--- config.mk ---
export PLATFORM = sky130hd
export DESIGN_NAME = dir_entry_set_parser_top_flat
export DESIGN_NICKNAME = d
export VERILOG_FILES = /design/src/rtl/desp_pkg.sv /design/src/rtl/desp_if.sv /design/src/rtl/desp_cfg.sv /design/src/rtl/desp_parse.sv /design/src/rtl/desp_skid.sv /design/src/rtl/dir_entry_set_parser_top.sv /design/src/flat_wrapper.sv
export SDC_FILE = /design/constraint.sdc
export NUM_CORES = 2
export LEC_CHECK = 0
export CORE_MARGIN = 2
export CORE_UTILIZATION = 50
export DETAILED_ROUTE_END_ITERATION = 16
export DONT_BUFFER_PORTS = 1
export GPL_ROUTABILITY_DRIVEN = 0
export PLACE_DENSITY = 0.67
export SLEW_MARGIN = 20
export SYNTH_ARGS = -nofsm -noshare
export SYNTH_HDL_FRONTEND = slang
export SYNTH_SLANG_ARGS = --single-unit
--- constraint.sdc ---
create_clock -name clk -period 67.2 [get_ports clk]
set_input_delay 10.08 -clock clk [delete_from_list [all_inputs] [get_ports clk]]
set_output_delay 10.08 -clock clk [all_outputs]
set_load 0.01 [all_outputs]
--- src/rtl/desp_pkg.sv ---
// Shared types and constants for the directory entry set parser.
`timescale 1ns / 1ps

package desp_pkg;

	// Entry type codes with the in-use bit stripped, but for ET_END, which is the full type byte.
	localparam logic [6:0] ET_PRIMARY = 7'h05;
	localparam logic [6:0] ET_STREAM  = 7'h40;
	localparam logic [6:0] ET_NAME    = 7'h41;
	localparam logic [7:0] ET_END     = 8'h00;

	localparam int ATTR_NO_LIST_BIT = 3;

	localparam logic [15:0] CHAR_NUL       = 16'h0000;
	localparam logic [15:0] CHAR_FIRST_PRN = 16'h0020;
	localparam logic [15:0] CHAR_LAST_PRN  = 16'h007E;
	localparam logic [7:0]  CHAR_SUBST     = 8'h3F;

	localparam int NAME_OUT_CHARS = 13;

	localparam logic [31:0] HASH_MUL  = 32'd2654435761;
	localparam logic [31:0] HASH_ADD  = 32'h9e3779b9;
	localparam logic [30:0] ID_SUBST  = 31'd2;

	localparam logic REG_PARENT_ID   = 1'b0;
	localparam logic REG_DIR_CLUSTER = 1'b1;

	typedef enum logic [1:0] {
		CLS_NONE   = 2'd0,
		CLS_STREAM = 2'd1,
		CLS_NAME   = 2'd2,
		CLS_OTHER  = 2'd3
	} ecls_t;

	typedef struct packed {
		logic [31:0] seed;
		logic [31:0] addc;
	} hash_seed_t;

	typedef struct packed {
		logic        kind;
		logic [30:0] child_id;
		logic [31:0] entry_index;
		logic [15:0] attrs;
		logic [7:0]  ext_flags;
		logic [31:0] start_clus;
		logic [63:0] byte_len;
		logic [3:0]  name_length;
		logic [63:0] name_low;
		logic [39:0] name_high;
	} rec_t;

endpackage

--- src/rtl/desp_if.sv ---
// Handshake channels for directory words and parsed records.
`timescale 1ns / 1ps

interface desp_word_if;
	logic        valid;
	logic        ready;
	logic [63:0] dir_word;
	logic        dir_start;

	modport src(output valid, dir_word, dir_start, input ready);
	modport snk(input valid, dir_word, dir_start, output ready);
endinterface

interface desp_rec_if;
	logic        valid;
	logic        ready;
	logic        kind;
	logic [30:0] child_id;
	logic [31:0] entry_index;
	logic [15:0] attrs;
	logic [7:0]  ext_flags;
	logic [31:0] start_clus;
	logic [63:0] byte_len;
	logic [3:0]  name_length;
	logic [63:0] name_low;
	logic [39:0] name_high;

	modport src(output valid, kind, child_id, entry_index, attrs, ext_flags,
		start_clus, byte_len, name_length, name_low, name_high, input ready);
	modport snk(input valid, kind, child_id, entry_index, attrs, ext_flags,
		start_clus, byte_len, name_length, name_low, name_high, output ready);
endinterface

--- src/rtl/desp_cfg.sv ---
// APB configuration registers and the precomputed child id hash seed.
`timescale 1ns / 1ps

module desp_cfg (
	input  logic                   clk,
	input  logic                   arst_n,
	input  logic                   psel,
	input  logic                   penable,
	input  logic                   pwrite,
	input  logic [2:0]             paddr,
	input  logic [31:0]            pwdata,
	output logic [31:0]            prdata,
	output logic                   pready,
	output desp_pkg::hash_seed_t   seed
);
	import desp_pkg::*;

	logic [31:0] parent_id_q;
	logic [31:0] dir_cluster_q;
	logic [31:0] prod;
	logic [31:0] seed_q;
	logic [31:0] addc_q;
	logic        wr_en;

	assign pready = 1'b1;
	assign wr_en  = psel & penable & pwrite;

	always_ff @(posedge clk or negedge arst_n) begin
		if (!arst_n) begin
			parent_id_q   <= 32'd1;
			dir_cluster_q <= 32'd0;
		end else if (wr_en) begin
			case (paddr[2])
				REG_PARENT_ID:   parent_id_q   <= pwdata;
				REG_DIR_CLUSTER: dir_cluster_q <= pwdata;
				default:         parent_id_q   <= parent_id_q;
			endcase
		end
	end

	always_comb begin
		case (paddr[2])
			REG_PARENT_ID:   prdata = parent_id_q;
			REG_DIR_CLUSTER: prdata = dir_cluster_q;
			default:         prdata = 32'd0;
		endcase
	end

	// The seed only depends on the registers; after a write it settles through seed_q
	// and then addc_q.
	assign prod = 32'(dir_cluster_q * HASH_MUL);

	always_ff @(posedge clk) begin
		seed_q <= parent_id_q ^ prod;
		addc_q <= HASH_ADD + {seed_q[25:0], 6'd0} + {2'd0, seed_q[31:2]};
	end

	assign seed.seed = seed_q;
	assign seed.addc = addc_q;

endmodule

--- src/rtl/desp_parse.sv ---
// Per-word entry set decode: parse state, name capture and record assembly.
`timescale 1ns / 1ps

module desp_parse #(
	parameter int NAME_CAP = 14
) (
	input  logic                 clk,
	input  logic                 arst_n,
	desp_word_if.snk             items,
	input  logic                 in_ready,
	input  desp_pkg::hash_seed_t seed,
	output logic                 push,
	output desp_pkg::rec_t       rec
);
	import desp_pkg::*;

	localparam int BUF_D = NAME_CAP - 1;
	localparam int SW    = $clog2(NAME_CAP);

	logic        accept;
	logic [63:0] w;

	logic [1:0]    wp_q, wp_n;
	ecls_t         cls_q, cls_n;
	logic          hp_q, hp_n;
	logic [7:0]    sl_q, sl_n;
	logic [31:0]   pat_q, pat_n;
	logic [31:0]   cnt_q, cnt_n;
	logic [15:0]   attrs_q, attrs_n;
	logic [7:0]    flags_q, flags_n;
	logic [31:0]   clus_q, clus_n;
	logic [63:0]   len_q, len_n;
	logic [7:0]    exp_q, exp_n;
	logic [SW-1:0] stored_q, stored_n;
	logic [7:0]    budget_q, budget_n;
	logic          halted_q, halted_n;
	logic          hs_q, hs_n;
	logic          done_q, done_n;
	logic [7:0]    nb_q [BUF_D];
	logic [7:0]    nb_n [BUF_D];

	logic [1:0]    pos;
	logic [15:0]   ch;
	logic [7:0]    ch_map;
	logic          take;
	logic          res_ok;
	logic          eod;

	logic [7:0]    nbpad [NAME_OUT_CHARS];
	logic [7:0]    nm    [NAME_OUT_CHARS];
	logic [31:0]   hval;

	assign items.ready = in_ready;
	assign accept      = items.valid & in_ready;
	assign w           = items.dir_word;

	always_comb begin
		wp_n     = wp_q;
		cls_n    = cls_q;
		hp_n     = hp_q;
		sl_n     = sl_q;
		pat_n    = pat_q;
		cnt_n    = cnt_q;
		attrs_n  = attrs_q;
		flags_n  = flags_q;
		clus_n   = clus_q;
		len_n    = len_q;
		exp_n    = exp_q;
		stored_n = stored_q;
		budget_n = budget_q;
		halted_n = halted_q;
		hs_n     = hs_q;
		done_n   = done_q;
		nb_n     = nb_q;
		pos      = 2'd0;
		ch       = CHAR_NUL;
		ch_map   = 8'd0;
		take     = 1'b0;
		res_ok   = 1'b0;
		eod      = 1'b0;

		if (items.dir_start) begin
			wp_n     = 2'd0;
			cls_n    = CLS_NONE;
			hp_n     = 1'b0;
			sl_n     = 8'd0;
			pat_n    = 32'd0;
			cnt_n    = 32'd0;
			attrs_n  = 16'd0;
			flags_n  = 8'd0;
			clus_n   = 32'd0;
			len_n    = 64'd0;
			exp_n    = 8'd0;
			stored_n = '0;
			budget_n = 8'd0;
			halted_n = 1'b0;
			hs_n     = 1'b0;
			done_n   = 1'b0;
		end

		if (!done_n) begin
			pos  = wp_n;
			wp_n = wp_n + 2'd1;

			if (pos == 2'd0) begin
				cls_n = CLS_NONE;
				if (w[7:0] == ET_END) begin
					done_n = 1'b1;
					eod    = 1'b1;
				end else if (!w[7]) begin
					// An unused entry drops whatever set was open.
					hp_n = 1'b0;
					sl_n = 8'd0;
				end else if (w[6:0] == ET_PRIMARY) begin
					hp_n     = 1'b1;
					sl_n     = w[15:8];
					pat_n    = cnt_n;
					attrs_n  = w[47:32];
					flags_n  = 8'd0;
					clus_n   = 32'd0;
					len_n    = 64'd0;
					exp_n    = 8'd0;
					stored_n = '0;
					hs_n     = 1'b0;
				end else if (!hp_n || sl_n == 8'd0) begin
					cls_n = CLS_NONE;
				end else if (w[6:0] == ET_STREAM) begin
					cls_n   = CLS_STREAM;
					flags_n = w[15:8];
					exp_n   = w[31:24];
					hs_n    = 1'b1;
				end else if (w[6:0] == ET_NAME) begin
					cls_n    = CLS_NAME;
					budget_n = (exp_n > 8'(stored_n)) ? exp_n - 8'(stored_n) : 8'd0;
					halted_n = 1'b0;
					take     = 1'b1;
				end else begin
					cls_n = CLS_OTHER;
				end
			end else begin
				if (cls_n == CLS_STREAM) begin
					if (pos == 2'd2) begin
						clus_n = w[63:32];
					end else if (pos == 2'd3) begin
						len_n = w;
					end
				end else if (cls_n == CLS_NAME) begin
					take = 1'b1;
				end
			end

			// Up to four 16-bit characters per word; the first slot of word 0
			// holds the type and flags bytes.
			if (take) begin
				for (int k = 0; k < 4; k++) begin
					if ((pos != 2'd0 || k != 0) && !halted_n && budget_n != 8'd0) begin
						ch = w[16*k +: 16];
						if (ch == CHAR_NUL) begin
							halted_n = 1'b1;
						end else begin
							ch_map = (ch >= CHAR_FIRST_PRN && ch <= CHAR_LAST_PRN) ?
								ch[7:0] : CHAR_SUBST;
							if (stored_n < SW'(BUF_D)) begin
								for (int j = 0; j < BUF_D; j++) begin
									if (stored_n == SW'(j)) begin
										nb_n[j] = ch_map;
									end
								end
								stored_n = stored_n + SW'(1);
							end
							budget_n = budget_n - 8'd1;
						end
					end
				end
			end

			if (pos == 2'd3) begin
				if (cls_n != CLS_NONE && hp_n && sl_n != 8'd0) begin
					sl_n = sl_n - 8'd1;
					if (sl_n == 8'd0 && hs_n) begin
						if (stored_n != '0 && !attrs_n[ATTR_NO_LIST_BIT]) begin
							res_ok = 1'b1;
						end
						hp_n = 1'b0;
					end
				end
				cls_n = CLS_NONE;
				cnt_n = cnt_n + 32'd1;
			end
		end
	end

	for (genvar g = 0; g < NAME_OUT_CHARS; g++) begin : g_pad
		if (g < BUF_D) begin : g_buf
			assign nbpad[g] = nb_n[g];
		end else begin : g_zero
			assign nbpad[g] = 8'd0;
		end
	end

	always_comb begin
		for (int i = 0; i < NAME_OUT_CHARS; i++) begin
			nm[i] = (i < int'(stored_n)) ? nbpad[i] : 8'd0;
		end
	end

	// A record only forms on the fourth word of an entry, where the primary
	// index has not moved since the last word 0.
	assign hval = seed.seed ^ (pat_q + seed.addc);

	always_comb begin
		rec  = '0;
		push = accept & (eod | res_ok);
		if (eod) begin
			rec.kind = 1'b1;
		end else begin
			rec.kind          = 1'b0;
			rec.child_id      = (hval[30:0] == 31'd0) ? ID_SUBST : hval[30:0];
			rec.entry_index   = pat_q;
			rec.attrs         = attrs_n;
			rec.ext_flags     = flags_n;
			rec.start_clus    = clus_n;
			rec.byte_len      = len_n;
			rec.name_length   = 4'(stored_n);
			rec.name_low      = {nm[7], nm[6], nm[5], nm[4], nm[3], nm[2], nm[1], nm[0]};
			rec.name_high     = {nm[12], nm[11], nm[10], nm[9], nm[8]};
		end
	end

	always_ff @(posedge clk or negedge arst_n) begin
		if (!arst_n) begin
			wp_q     <= 2'd0;
			cls_q    <= CLS_NONE;
			hp_q     <= 1'b0;
			sl_q     <= 8'd0;
			pat_q    <= 32'd0;
			cnt_q    <= 32'd0;
			attrs_q  <= 16'd0;
			flags_q  <= 8'd0;
			clus_q   <= 32'd0;
			len_q    <= 64'd0;
			exp_q    <= 8'd0;
			stored_q <= '0;
			budget_q <= 8'd0;
			halted_q <= 1'b0;
			hs_q     <= 1'b0;
			done_q   <= 1'b0;
		end else if (accept) begin
			wp_q     <= wp_n;
			cls_q    <= cls_n;
			hp_q     <= hp_n;
			sl_q     <= sl_n;
			pat_q    <= pat_n;
			cnt_q    <= cnt_n;
			attrs_q  <= attrs_n;
			flags_q  <= flags_n;
			clus_q   <= clus_n;
			len_q    <= len_n;
			exp_q    <= exp_n;
			stored_q <= stored_n;
			budget_q <= budget_n;
			halted_q <= halted_n;
			hs_q     <= hs_n;
			done_q   <= done_n;
		end
	end

	// Name characters past the stored count are masked, so the buffer needs no reset.
	always_ff @(posedge clk) begin
		if (accept) begin
			nb_q <= nb_n;
		end
	end

endmodule

--- src/rtl/desp_skid.sv ---
// Result register with a skid stage in front of the record channel.
`timescale 1ns / 1ps

module desp_skid (
	input  logic           clk,
	input  logic           arst_n,
	input  logic           push,
	input  desp_pkg::rec_t rec,
	output logic           in_ready,
	desp_rec_if.src        records
);
	import desp_pkg::*;

	rec_t out_q;
	rec_t skid_q;
	logic out_valid_q;
	logic skid_valid_q;
	logic pop;

	assign pop      = out_valid_q & records.ready;
	assign in_ready = ~skid_valid_q;

	always_ff @(posedge clk or negedge arst_n) begin
		if (!arst_n) begin
			out_valid_q  <= 1'b0;
			skid_valid_q <= 1'b0;
		end else if (skid_valid_q) begin
			if (pop) begin
				skid_valid_q <= 1'b0;
			end
		end else if (push) begin
			if (out_valid_q && !pop) begin
				skid_valid_q <= 1'b1;
			end else begin
				out_valid_q <= 1'b1;
			end
		end else if (pop) begin
			out_valid_q <= 1'b0;
		end
	end

	always_ff @(posedge clk) begin
		if (skid_valid_q) begin
			if (pop) begin
				out_q <= skid_q;
			end
		end else if (push) begin
			if (out_valid_q && !pop) begin
				skid_q <= rec;
			end else begin
				out_q <= rec;
			end
		end
	end

	assign records.valid         = out_valid_q;
	assign records.kind          = out_q.kind;
	assign records.child_id      = out_q.child_id;
	assign records.entry_index   = out_q.entry_index;
	assign records.attrs         = out_q.attrs;
	assign records.ext_flags     = out_q.ext_flags;
	assign records.start_clus    = out_q.start_clus;
	assign records.byte_len      = out_q.byte_len;
	assign records.name_length   = out_q.name_length;
	assign records.name_low      = out_q.name_low;
	assign records.name_high     = out_q.name_high;

endmodule

--- src/rtl/dir_entry_set_parser_top.sv ---
// Directory entry set parser: takes one 64-bit directory word per cycle when not stalled.
// Results: a record or end-of-directory beat is registered when the word that
// completes it is accepted, into the result register or, if that is full, the skid.
// Throughput: one word per cycle; the two-deep result buffer stalls input only
// when two results are waiting. Reset clears the parse state and the result
// buffer and sets parent_id to 1 and dir_cluster to 0; no clearing pass.
`timescale 1ns / 1ps

module dir_entry_set_parser_top #(
	parameter int NAME_CAP = 14
) (
	input  logic        clk,
	input  logic        arst_n,
	desp_word_if.snk    items,
	desp_rec_if.src     records,
	input  logic        psel,
	input  logic        penable,
	input  logic        pwrite,
	input  logic [2:0]  paddr,
	input  logic [31:0] pwdata,
	output logic [31:0] prdata,
	output logic        pready
);
	import desp_pkg::*;

	hash_seed_t seed;
	rec_t       rec;
	logic       push;
	logic       in_ready;

	desp_cfg u_cfg (
		.clk     (clk),
		.arst_n  (arst_n),
		.psel    (psel),
		.penable (penable),
		.pwrite  (pwrite),
		.paddr   (paddr),
		.pwdata  (pwdata),
		.prdata  (prdata),
		.pready  (pready),
		.seed    (seed)
	);

	desp_parse #(
		.NAME_CAP (NAME_CAP)
	) u_parse (
		.clk      (clk),
		.arst_n   (arst_n),
		.items    (items),
		.in_ready (in_ready),
		.seed     (seed),
		.push     (push),
		.rec      (rec)
	);

	desp_skid u_skid (
		.clk      (clk),
		.arst_n   (arst_n),
		.push     (push),
		.rec      (rec),
		.in_ready (in_ready),
		.records  (records)
	);

endmodule
--- src/flat_wrapper.sv ---
// flat-port wrapper written by rule: the top's interface ports become plain ports
module dir_entry_set_parser_top_flat import desp_pkg::*;
#(
	parameter int NAME_CAP = 14
)
  (clk, arst_n, psel, penable, pwrite, paddr, pwdata, prdata, pready, items_valid, items_dir_word, items_dir_start, items_ready, records_valid, records_kind, records_child_id, records_entry_index, records_attrs, records_ext_flags, records_start_clus, records_byte_len, records_name_length, records_name_low, records_name_high, records_ready);
  desp_word_if items_i ();
  desp_rec_if records_i ();
  input  logic clk;
  input  logic arst_n;
  input  logic psel;
  input  logic penable;
  input  logic pwrite;
  input  logic [2:0] paddr;
  input  logic [31:0] pwdata;
  output logic [31:0] prdata;
  output logic pready;
  input wire logic [$bits(items_i.valid)-1:0] items_valid;
  input wire logic [$bits(items_i.dir_word)-1:0] items_dir_word;
  input wire logic [$bits(items_i.dir_start)-1:0] items_dir_start;
  output wire logic [$bits(items_i.ready)-1:0] items_ready;
  output wire logic [$bits(records_i.valid)-1:0] records_valid;
  output wire logic [$bits(records_i.kind)-1:0] records_kind;
  output wire logic [$bits(records_i.child_id)-1:0] records_child_id;
  output wire logic [$bits(records_i.entry_index)-1:0] records_entry_index;
  output wire logic [$bits(records_i.attrs)-1:0] records_attrs;
  output wire logic [$bits(records_i.ext_flags)-1:0] records_ext_flags;
  output wire logic [$bits(records_i.start_clus)-1:0] records_start_clus;
  output wire logic [$bits(records_i.byte_len)-1:0] records_byte_len;
  output wire logic [$bits(records_i.name_length)-1:0] records_name_length;
  output wire logic [$bits(records_i.name_low)-1:0] records_name_low;
  output wire logic [$bits(records_i.name_high)-1:0] records_name_high;
  input wire logic [$bits(records_i.ready)-1:0] records_ready;
  assign items_i.valid = items_valid;
  assign items_i.dir_word = items_dir_word;
  assign items_i.dir_start = items_dir_start;
  assign items_ready = items_i.ready;
  assign records_valid = records_i.valid;
  assign records_kind = records_i.kind;
  assign records_child_id = records_i.child_id;
  assign records_entry_index = records_i.entry_index;
  assign records_attrs = records_i.attrs;
  assign records_ext_flags = records_i.ext_flags;
  assign records_start_clus = records_i.start_clus;
  assign records_byte_len = records_i.byte_len;
  assign records_name_length = records_i.name_length;
  assign records_name_low = records_i.name_low;
  assign records_name_high = records_i.name_high;
  assign records_i.ready = records_ready;
  dir_entry_set_parser_top #(.NAME_CAP(NAME_CAP)) u_core (.clk(clk), .arst_n(arst_n), .items(items_i), .records(records_i), .psel(psel), .penable(penable), .pwrite(pwrite), .paddr(paddr), .pwdata(pwdata), .prdata(prdata), .pready(pready));
endmodule
==> flow_results.org <==
** Hold path
- Hold endpoint :: u_core.u_parse.exp_q[0]
- Class of the worst hold path :: reg2reg
- Number of stages on the worst hold path :: 2
- The startpoint identified for the worst hold timing path is u_core.u_parse.exp_q[0].

** Place
- Quantity of I/O buffers inserted on ports :: 0
- HPWL after detailed placement :: 122.2 mm

** Route
- Post-route DRC violation count :: 0
- Across all layers, the routed design uses 44220 vias.
- Final Routed Wirelength :: 177.4 mm
- Dividing the detail-routed wire length by the instance count gives 24.51 µm.
- Post-DRT Antenna Nets :: 0
- The pre-antenna-repair detailed-routing pass consisted of 6 iterations.
- Iter 0 DRT Violations :: 4814
- After detailed routing, the number of vias per cell comes to 6.112.

** Setup path
- Source of the worst register-to-register timing path :: u_core.u_parse.stored_q[0]
- In this design, the critical path's most frequently occurring cell is sky130_fd_sc_hd__ha_1.
- Of all nets on the critical path, the largest fanout is 152.
- Data arrives at the worst endpoint at 23770 ps.
- In this run the critical register-to-register path is captured at u_core.u_skid.records.name_high[1].
- STA classifies the critical path startpoint as an input pin.
- STA classifies the critical path endpoint as a register.
- CP max stage cell :: sky130_fd_sc_hd__o21ai_2
- The number of cells on the worst reg-to-reg path is 39.
- Crit-path leading delay family :: compound AO/OA/AOI/OAI gates
- The largest single stage delay on the critical path is 880 ps.
- Type of the worst setup path :: in2reg
- Worst setup slack for register-to-register paths :: 53490 ps
- The number of buffers and inverters on the critical path is 9.
- Required time of the critical path :: 67570 ps

** Layout
- Share of layout cells above drive strength 1 :: 0.09773
- In the final design database the tool counted 6125 nets.
- Relative to the synthesized area, the layout overhead comes to 8.920%.

** CTS
- TritonCTS built the clock tree.
- Clock latency on the worst-skew pair, taken at its later pin, is 760 ps.
- Hold repair after CTS inserted 0 buffers.
- Once the clock tree was built, the resizer swapped 0 gates to a different size.
- Clock-pin slew was measured on the worst setup and hold paths at 60 ps.
- Master cell of the clock root buffer :: sky130_fd_sc_hd__clkbuf_16
- After clock tree synthesis, the setup repair step added 0 buffers.
- No sink is reached through more buffers than the 3 on the longest clock path.
- The clock drives 1037 sinks.
- The number of clock buffers added by TritonCTS is 112.
- The clock tree synthesis step divided the H-tree into 3 levels.

** Floorplan
- Initial Util :: 0.5045
- Die Height :: 354.7 µm
- The initialized floorplan defines 128 standard-cell rows.
- The core region is 121900 µm².
- Die area :: 125800 µm²
- Number of top-level pins :: 434
- Die width :: 354.7 µm

** Synth
- In this run the cell area of the synthesized design comes to 61480 µm².
- Synth Net Count :: 6270
- Flops & latches, synth :: 1037
- For this run, the register share of the synthesized area comes to 0.4730.
- The netlist uses 108 different library cells.
- In this run, synthesis inferred 688 flip-flops with an integrated enable.
- In the synthesized netlist the async set-or-reset flop fraction comes to 0.2758.
- Post-Synthesis Mean Instance Area :: 10.87 µm²
- During synthesis, Yosys emitted a total of 0 warnings.
- Post-synthesis instance total :: 5654
- The most used flip-flop cell after synthesis is sky130_fd_sc_hd__edfxtp_1.

** Global routing
- The initial antenna violation count came to 3.
- Overall fraction of global-route tracks in use :: 0.2766
- The number of global-route vias before repair came to 43040.
- First-pass GRT wire length :: 267.4 mm
- Total gr overflow :: 0
- Entering global routing, the biggest net connects 287 pins.

** Flow run
- Max-cap violations in this run came to 0.

** STA
- For the pin with the worst max-slew slack, the measured transition is 1441 ps.
- Setup repair after global routing missed its margin :: false
- The final hold violation count was 0.
- Derived from the worst setup path, the maximum achievable clock frequency is 42.73 MHz.
- Number of max-slew violations in the final report :: 0
- Final setup violation count :: 0
- The worst path needs 23400 ps of the cycle, external delays included.
- In the finished design, the share of the clock period the worst path needs comes to 0.3482.
- Measured against its own limit, the worst slew margin works out to 0.03918.
- In the final timing run, aggregate negative setup slack is 0 ps.
- Setup clock skew after layout :: 58.96 ps

** Outcome
- Run status :: finished clean
[through the flow]
stage               setup WS [ps]  cell area (µm²)  std cells    util  hold slack (ps)
finish                      43800            66970       7235  0.5495            476.7
floorplan                   33090            61480       5654       -            404.4
global route                43090            66960       7232  0.5494            492.0
global placement            43650            62970       7019  0.5167            452.9
CTS                         44050            66880       7231  0.5488            479.9
detailed placement          43280            63000       7019  0.5169            463.2
[final cells by class]
| cell class | count | area [µm²] |
|---|---|---|
| multi-input combinational | 3870 | 29840 |
| inverter | 420 | 1579 |
| clock buffer | 140 | 2998 |
| sequential | 1037 | 29080 |
| fill | 10340 | 54910 |
| timing repair buffer | 68 | 539.3 |
| clock inverter | 72 | 888.4 |
| antenna | 3 | 7.507 |
| tap | 1625 | 2033 |
[cells in the mapped netlist (all sizes together) (37+ instances only)]
| master | instances | share of area |
|---|---|---|
| a211oi | 66 | 0.0084 |
| a21o | 52 | 0.0063 |
| a21oi | 342 | 0.028 |
| a22o | 156 | 0.022 |
| a32o | 48 | 0.0078 |
| and2 | 74 | 0.0075 |
| and3 | 96 | 0.0098 |
| buf | 40 | 0.0034 |
| clkbuf | 287 | 0.018 |
| dfrtp | 285 | 0.12 |
| dfxtp | 63 | 0.021 |
| edfxtp | 688 | 0.34 |
| fa | 206 | 0.067 |
| ha | 303 | 0.062 |
| inv | 418 | 0.026 |
| mux2 | 177 | 0.032 |
| mux2i | 137 | 0.023 |
| nand2 | 512 | 0.031 |
| nand3 | 64 | 0.0053 |
| nor2 | 440 | 0.027 |
| nor3 | 62 | 0.0057 |
| nor3b | 103 | 0.013 |
| nor4 | 37 | 0.0045 |
| o211ai | 38 | 0.0055 |
| o21ai | 248 | 0.021 |
| o31ai | 156 | 0.019 |
| xnor2 | 168 | 0.024 |
| xor2 | 66 | 0.0094 |
[kinds of logic (layout without fill, tap and decap cells)]
family / Yosys count / after routing / share of synthesized area
mux: 314 / 314 / 0.05499
simple gates: 1529 / 1529 / 0.1207
fa+ha+maj: 509 / 509 / 0.1287
flops: 1037 / 1037 / 0.4730
buf+inv: 747 / 700 / 0.04656
compound gates: 1283 / 1283 / 0.1427
xor+xnor: 234 / 234 / 0.03333
other cells: 1 / 4 / 0.00006099
[layer usage]
metal / wire (µm) / up-vias / track usage
met4: 7147 / 0 / 0.1035
li1: - / 20030 / -
met3: 14920 / 371 / 0.05985
met5: 0 / - / 0
met1: 72050 / 21960 / 0.3658
met2: 83240 / 1856 / 0.4474
[cell usage in the layout, fill, tap and decap left out, drive strengths merged, types with 66 or more instances in the layout]
cell,count
xor2,66
and2,74
nand2,512
mux2,177
and3,96
o31ai,156
edfxtp,688
mux2i,137
buf,68
o21ai,248
ha,303
nor3b,103
nor2,440
fa,206
a211oi,66
a21oi,342
inv,427
clkbuf,140
dfrtp,285
xnor2,168
a22o,156
[worst max path at each step]
stage	start	end	slack [ps]	depth (start not counted)
after floorplan	items_dir_start	u_core.u_skid.records.attrs[0]	33090	41
after global placement	items_dir_start	u_core.u_skid.records.name_low[0]	43650	41
after detailed placement	items_dir_start	u_core.u_skid.records.name_low[0]	43280	41
after CTS	items_dir_start	u_core.u_skid.records.name_high[1]	44050	41
after global routing	items_dir_start	u_core.u_skid.records.name_high[6]	43090	42
final	items_dir_start	u_core.u_skid.records.name_high[1]	43800	41
[flip-flops by register name (all words and copies together) (netlist names), 16 cells and up]
name                               count
u_core.u_skid.records.name_high       40
u_core.u_parse.len_q                  64
u_core.u_parse.clus_q                 32
u_core.u_cfg.seed_q                   32
u_core.u_skid.skid_q                 292
u_core.u_cfg.parent_id_q              32
u_core.u_skid.records.start_clus      32
u_core.u_parse.cnt_q                  32
u_core.u_parse.pat_q                  32
u_core.u_skid.records.attrs           16
u_core.u_skid.records.child_id        31
u_core.u_cfg.addc_q                   31
u_core.u_skid.records.entry_index     32
u_core.u_skid.records.name_low        64
u_core.u_parse.attrs_q                16
u_core.u_skid.records.byte_len        64
u_core.u_cfg.dir_cluster_q            32
u_core.u_parse.nb_q                  104
[worst reg2reg max path: cells and delay by family (launching register included)]
family	cells	cell delay, ps
flops	1	420
xor+xnor	1	340
compound gates	15	5150
buf+inv	7	2490
simple gates	8	2110
mux	2	680
fa+ha+maj	6	1980
Power is left out: the tool's default activity adds up to more than one toggle a clock period on the data nets, which glitch-free logic cannot reach.
